==> src/hdl/mf3_pkg.sv <==
`timescale 1ns / 1ps
// Shared types and constants of the 3x3 median filter.
package mf3_pkg;

	localparam int PIX_W     = 8;
	localparam int MAX_W     = 1024;
	localparam int COL_W     = 10;
	localparam int ROW_W     = 16;
	localparam int OIDX_W    = 26;
	localparam int WID_W     = 11;
	localparam int CFG_W     = 16;
	localparam int CFG_IDX_W = 1;

	localparam logic [CFG_IDX_W-1:0] REG_IMAGE_WIDTH  = 1'b0;
	localparam logic [CFG_IDX_W-1:0] REG_IMAGE_HEIGHT = 1'b1;

	localparam logic [WID_W-1:0] RESET_WIDTH  = 11'd640;
	localparam logic [ROW_W-1:0] RESET_HEIGHT = 16'd480;
	localparam logic [ROW_W-1:0] ROW_LAST     = 16'hFFFF;

	localparam logic REQ_PIXEL = 1'b0;

	typedef logic [PIX_W-1:0] pix_t;

	// per-beat control carried down the pipe
	typedef struct packed {
		logic emit;
		logic use_med;
		logic last;
	} stage_ctrl_t;

endpackage

==> src/hdl/mf3_median.sv <==
`timescale 1ns / 1ps
// Median of nine pixels: sort each triple, then median of max-low, mid-mid, min-high.
module mf3_median (
	input  mf3_pkg::pix_t win [9],
	output mf3_pkg::pix_t med
);

	function automatic mf3_pkg::pix_t max2(input mf3_pkg::pix_t a, input mf3_pkg::pix_t b);
		return (a > b) ? a : b;
	endfunction

	function automatic mf3_pkg::pix_t min2(input mf3_pkg::pix_t a, input mf3_pkg::pix_t b);
		return (a < b) ? a : b;
	endfunction

	function automatic mf3_pkg::pix_t med3(input mf3_pkg::pix_t a, input mf3_pkg::pix_t b,
			input mf3_pkg::pix_t c);
		return max2(min2(a, b), min2(max2(a, b), c));
	endfunction

	mf3_pkg::pix_t lo [3];
	mf3_pkg::pix_t mi [3];
	mf3_pkg::pix_t hi [3];

	always_comb begin
		for (int g = 0; g < 3; g++) begin
			lo[g] = min2(min2(win[3*g], win[3*g+1]), win[3*g+2]);
			hi[g] = max2(max2(win[3*g], win[3*g+1]), win[3*g+2]);
			mi[g] = med3(win[3*g], win[3*g+1], win[3*g+2]);
		end
	end

	assign med = med3(max2(max2(lo[0], lo[1]), lo[2]),
	                  med3(mi[0], mi[1], mi[2]),
	                  min2(min2(hi[0], hi[1]), hi[2]));

endmodule

==> config.mk <==
export PLATFORM = sky130hd
export DESIGN_NAME = mf3_median
export DESIGN_NICKNAME = d
export VERILOG_FILES = /design/src/hdl/mf3_pkg.sv /design/src/hdl/mf3_median.sv
export SDC_FILE = /design/constraint.sdc
export NUM_CORES = 1
export LEC_CHECK = 0
export ABC_AREA = 1
export BUFFER_PORTS_ARGS = -buffer_cell sky130_fd_sc_hd__clkbuf_2
export CORE_MARGIN = 2
export CORE_UTILIZATION = 50
export DETAILED_ROUTE_END_ITERATION = 7
export PLACE_DENSITY = 0.7
export SKIP_LAST_GASP = 1
export SYNTH_ARGS = -nofsm -noshare
export SYNTH_HDL_FRONTEND = slang
export SYNTH_SLANG_ARGS = --single-unit
==> constraint.sdc <==
create_clock -name vclk -period 35.7
set_input_delay 1.785 -clock vclk [all_inputs]
set_output_delay 1.785 -clock vclk [all_outputs]
set_load 0.1 [all_outputs]
==> summary.md, run 1 <==
| Metric | Value |
|---|---|
| Status | `completed` |
| Synth area leader | `ha_1` |
| Register area | `0 sq um` |
| Slew Viols, Final | `0` |
| DRT antenna net count | `0` |
| First-pass iteration count of the detailed router | `5` |
| Die Wd | `~120 um` |
| Fin crit share | `~52%` |
| Largest net degree at the start of global routing | `20` |
| Die Height | `~120 um` |
| Seq/Total Area, Yosys | `0%` |
| Mapped cell area | `0.00662 sq mm` |
| Top Metal Used | `met4` |
| Required time of the critical path | `~34000 ps` |
| CLK BUF | `0` |
| Fin area | `between 0.007 and 0.008 sq mm` |
| Post-synth cell types | `37` |
| Unrepaired setup endpoints after global routing | `no` |
| Synth top area share | `30.6%` |
| I/O pin total | `80` |
| Syn_area_per_cell | `between 5 and 6 sq um` |
| FFs & Latches | `0` |
| Fill count | `between 1000 and 1500` |
| Least-Margin Pin Slew | `about 1100 ps` |
| Final core utilization | `between 50 and 60%` |
| Layout cells sized above 1 | `between 10% and 20%` |
| Initial antenna violation count | `0` |
| Worst rel slew slack | `24.0%` |
| Vias in the first global route | `between 6000 and 7000` |
| Class of the worst hold path | `input pin to primary output` |
| Hpwl dp | `between 15000 and 20000 um` |
| Critical path startpoint category | `input pin` |
| Gpl congestion | `1.00` |
| Routed via count | `7533` |
| Maxcap violations | `0` |
| Fin. Hold Viols | `0` |
| Ys Warns | `0` |
| Met1 wire length | `9000 um` |
| # DRC | `0` |
| Setup TNS | `0 ps` |
| Pre-CTS WS | `roughly 17000 ps` |
| # hold bufs at CTS | `0` |
| Die area | `~0.014 sq mm` |
| Post_cts resized | `0` |
| ANT cells | `0` |
| Final worst path period need | `between 15000 and 20000 ps` |
| Starting Density | `approximately 51%` |
| Met2 wire len | `about 8500 um` |
| Tot GR Track Use | `25.7%` |
| NumNets Final | `between 1000 and 1500` |
| Layout overhead on the synthesized area | `7.86%` |
| Post-DR vias/cell | `about 5.4` |
| Syn Nets | `approximately 1400` |
| First-pass GRT wire length | `roughly 31000 um` |
| Max incr delay on CP | `around 830 ps` |
| Post-Route WL | `about 19000 um` |
| WL/cell | `approximately 13 um` |
| Drt initial violations | `640` |
| Fmax | `between 0.05 and 0.06 GHz` |
| Met3 wire len | `between 900 and 1000 um` |
| Post-synthesis cell count | `around 1200` |
| Critical path type | `input pin to primary output` |
| Site row count | `42` |
| Total congestion overflow | `0` |
| Setup violators final | `0` |
| Port bufs | `80` |
| Placed instance area | `approximately 0.0071 sq mm` |
| Final worst setup slack | `17060 ps` |
| Post-CTS Repair Setup Buffers | `0` |
| Largest cells by area after synthesis | `ha_1 (31%), nand2_1 (20%), o21ai_0 (16%), inv_1 (7.9%), a21oi_1 (4.7%)` |
| Crit path max fanout | `17` |
| Crit-path slowest cell | `o221ai_1` |
| Setup crit end kind | `primary output` |
| CP arrival | `~17000 ps` |
| Core area | `0.0131 sq mm` |
-- final timing paths --
path                 from      to  slack, ps  cells after the start
hold / removal     win[2]  med[2]       4760                     10
setup / recovery  win[57]  med[0]      17060                     68
-- placed cells by master, fill, tap and decap left out, drive strengths merged --
cell | synthesis | routed
a211oi | 11 | 11
a21o | 2 | 2
a21oi | 62 | 62
a32oi | 2 | 2
a41oi | 1 | 1
and2 | 1 | 1
buf | 7 | 2
clkbuf | 20 | 80
clkinv | 2 | 2
ha | 162 | 162
inv | 149 | 149
nand2 | 386 | 386
nand3 | 51 | 51
nand3b | 2 | 2
nand4 | 16 | 16
nor2 | 43 | 43
nor3 | 1 | 1
nor4 | 1 | 1
o211ai | 9 | 9
o21a | 5 | 5
o21ai | 224 | 224
o21bai | 2 | 2
o221ai | 3 | 3
o31ai | 2 | 2
or2 | 1 | 1
-- cells in the mapped netlist, types with 3 or more instances --
| cell | count |
|---|---|
| inv_1 | 140 |
| clkbuf_1 | 20 |
| nand3_1 | 49 |
| nand4_1 | 15 |
| buf_2 | 5 |
| nand2_1 | 352 |
| a21oi_1 | 62 |
| o21ai_2 | 4 |
| ha_1 | 162 |
| a211oi_1 | 10 |
| o21a_1 | 5 |
| o221ai_1 | 3 |
| o21ai_0 | 205 |
| o211ai_1 | 8 |
| nand2_2 | 26 |
| nand2_4 | 6 |
| nor2_1 | 41 |
| o21ai_1 | 15 |
| inv_2 | 9 |
-- final cells by class --
type | instances | area [sq um] | share of cell area, %
inverters | 151 | 567 | 7.94
repair buffers | 82 | 415 | 5.82
multi-input cells | 987 | 5940 | 83.2
well taps | 176 | 220 | 3.08
-- logic make-up (layout without fill, tap and decap cells) --
group / after synthesis / in the layout / share of synthesized area [%]
AOI/OAI and AO/OA: 323 / 323 / 26.3
adders and majority gates: 162 / 162 / 30.6
buffers and inverters: 178 / 233 / 10.3
and+or+nand+nor: 502 / 502 / 32.8
-- metal layers --
layer,global-route usage (%),up-vias
met1,36.6,3276
li1,-,4066
met5,0,-
met2,44.8,183
met4,1.79,0
met3,1.01,8
-- critical path: cells and delay by family --
| family | cells | cell delay (ps) |
|---|---|---|
| AOI/OAI and AO/OA | 26 | 8070 |
| adders and majority gates | 9 | 2990 |
| and+or+nand+nor | 25 | 2600 |
| buffers and inverters | 8 | 1330 |
-- through the flow --
step | std cells | hold WS, ps
after global routing | 1396 | 4850
after floorplan | 1165 | 4530
after detailed placement | 1396 | 4750
after CTS | 1396 | 4750
final | 1396 | 4760
after global placement | 1396 | 4740
Power of run 1 is not shown: default switching activity piles up to over one toggle a cycle in this logic, so the estimate is an artifact.
==> inputs of run 2 (changes only) <==
--- a/config.mk
+++ b/config.mk
@@ -10,7 +10,7 @@
 export CORE_MARGIN = 2
 export CORE_UTILIZATION = 50
 export DETAILED_ROUTE_END_ITERATION = 7
-export PLACE_DENSITY = 0.7
+export PLACE_DENSITY = 0.73
 export SKIP_LAST_GASP = 1
 export SYNTH_ARGS = -nofsm -noshare
 export SYNTH_HDL_FRONTEND = slang
==> constraint.sdc (replaced) <==
create_clock -name vclk -period 17
set_input_delay 0.85 -clock vclk [all_inputs]
set_output_delay 0.85 -clock vclk [all_outputs]
set_load 0.1 [all_outputs]
==> summary.md, run 2 (same netlist as run 1, synthesis figures left out) <==
| Metric | Value |
|---|---|
| # hold bufs at CTS | `0 (unchanged)` |
| NumNets Final | `1456 (unchanged)` |
| Class of the worst hold path | `input pin to primary output (unchanged)` |
| Final worst path period need | `about 15000 ps` |
| Core area | `0.0131 sq mm (unchanged)` |
| Register area | `0 sq um (unchanged)` |
| Placed instance area | `0.00714 sq mm (unchanged)` |
| Setup TNS | `0 ps (unchanged)` |
| Drt initial violations | `556 (was 640)` |
| Post-route insts no fill | `1396 (unchanged)` |
| Max incr delay on CP | `510 ps (was 830 ps)` |
| Routed via count | `7550 (was 7533)` |
| Setup violators final | `0 (unchanged)` |
| Initial antenna violation count | `0 (unchanged)` |
| Most used cell, CP | `nand2_1` |
| Total congestion overflow | `0 (unchanged)` |
| Crit path launch | `win[63] (was win[57])` |
| Fin area | `0.00716 sq mm (was 0.00714 sq mm)` |
| Layout cells sized above 1 | `11.5% (was 11.2%)` |
| First-pass GRT wire length | `30300 um (was 30800 um)` |
| Fill count | `1364 (was 1395)` |
| Site row count | `42 (unchanged)` |
| Placed instance count | `1396 (unchanged)` |
| Layout overhead on the synthesized area | `8.22% (was 7.86%)` |
| WL/cell | `13.0 um (was 13.3 um)` |
| Gpl congestion | `0.912 (was 1.00)` |
| Die Height | `119 um (unchanged)` |
| Hold path cells | `8 (was 10)` |
| Hold Crit Start | `win[0] (was win[2])` |
| Maxcap violations | `0 (unchanged)` |
| Starting Density | `50.6% (unchanged)` |
| Slew Viols, Final | `0 (unchanged)` |
| Fmax | `between 0.06 and 0.07 GHz` |
| Post-CTS Repair Setup Buffers | `0 (unchanged)` |
| Fin. Hold Viols | `0 (unchanged)` |
| FFs & Latches | `0 (unchanged)` |
| Most frequent cells in the layout | `nand2_1 (352), o21ai_0 (205), ha_1 (162) (unchanged)` |
| Hpwl dp | `15900 um (was 16400 um)` |
| CP arrival | `14490 ps (was 16850 ps)` |
| Critical path startpoint category | `input pin (unchanged)` |
| Worst Hold Endpoint | `med[0] (was med[2])` |
| Largest net degree at the start of global routing | `20 (unchanged)` |
| Worst rel slew slack | `28.1% (was 24.0%)` |
| DRT antenna net count | `0 (unchanged)` |
| Fin crit share | `90.2%` |
| Leading cell type in the layout, fill and taps excluded | `nand2_1 (unchanged)` |
| Setup crit end kind | `primary output (unchanged)` |
| Crit-path slowest cell | `o221ai_2 (was o221ai_1)` |
| Port bufs | `80 (unchanged)` |
| Status | `completed (unchanged)` |
| # DRC | `0 (unchanged)` |
| Tot GR Track Use | `25.2% (was 25.7%)` |
| CLK BUF | `0 (unchanged)` |
| Die area | `0.0142 sq mm (unchanged)` |
| Post-DR vias/cell | `5.41 (was 5.40)` |
| Vias in the first global route | `6652 (was 6710)` |
| Post-Route WL | `18100 um (was 18500 um)` |
| ANT cells | `0 (unchanged)` |
| Post_cts resized | `0 (unchanged)` |
| First-pass iteration count of the detailed router | `5 (unchanged)` |
| Critical path type | `input pin to primary output (unchanged)` |
| Crit path max fanout | `17 (unchanged)` |
| Least-Margin Pin Slew | `1080 ps (was 1130 ps)` |
| Die Wd | `119 um (unchanged)` |
| Unrepaired setup endpoints after global routing | `no (unchanged)` |
| I/O pin total | `80 (unchanged)` |
| Required time of the critical path | `16150 ps (was 33910 ps)` |
## run 2: cell counts in the layout (fill, tap and decap cells not counted)
No cell type changed its count.
## run 2: layer usage
layer / share of wire (%) / up-vias / GRT usage [%] / wire length (um)
li1: - / 4058 / - / -
met1: 48 / 3292 / 35.2 / 8680
met2: 45 / 182 / 43.9 / 8200
met3: 5.4 / 18 / 1.29 / 971
met4: 1.3 / 0 / 3.35 / 240
met5: 0 / - / 0 / 0
## run 2: worst max path at each step
| stage | end | slack [ps] |
|---|---|---|
| 2_1_floorplan | med[0] | 2430 |
| 3_3_place_gp | med[0] | 1420 |
| 3_5_place_dp | med[0] | 1150 |
| 4_1_cts | med[0] | 1110 |
| 5_1_grt | med[0] | 170 |
| 6_report | med[0] | 1660 |
## run 2: through the flow
step | setup slack [ps] | utilization, % | hold slack [ps]
5_1_grt | 173 | 54.7 | 2940
3_5_place_dp | 1150 | 54.6 | 2850
4_1_cts | 1110 | 54.6 | 2860
2_1_floorplan | 2430 | - | 2660
3_3_place_gp | 1420 | 54.6 | 2890
6_report | 1660 | 54.7 | 2850
## run 2: layout make-up
cell class	instances	area [sq um]	area share, %
multi-input cells	987	5960	83.2
inverters	151	567	7.91
repair buffers	82	415	5.80
well taps	176	220	3.07
## run 2: worst max-delay path, delay by kind of cell
family,cells,cell delay [ps]
AOI/OAI and AO/OA,24,6530
adders and majority gates,9,2730
buffers and inverters,9,1570
and+or+nand+nor,28,2780
Power of run 2 is left out for the same reason.
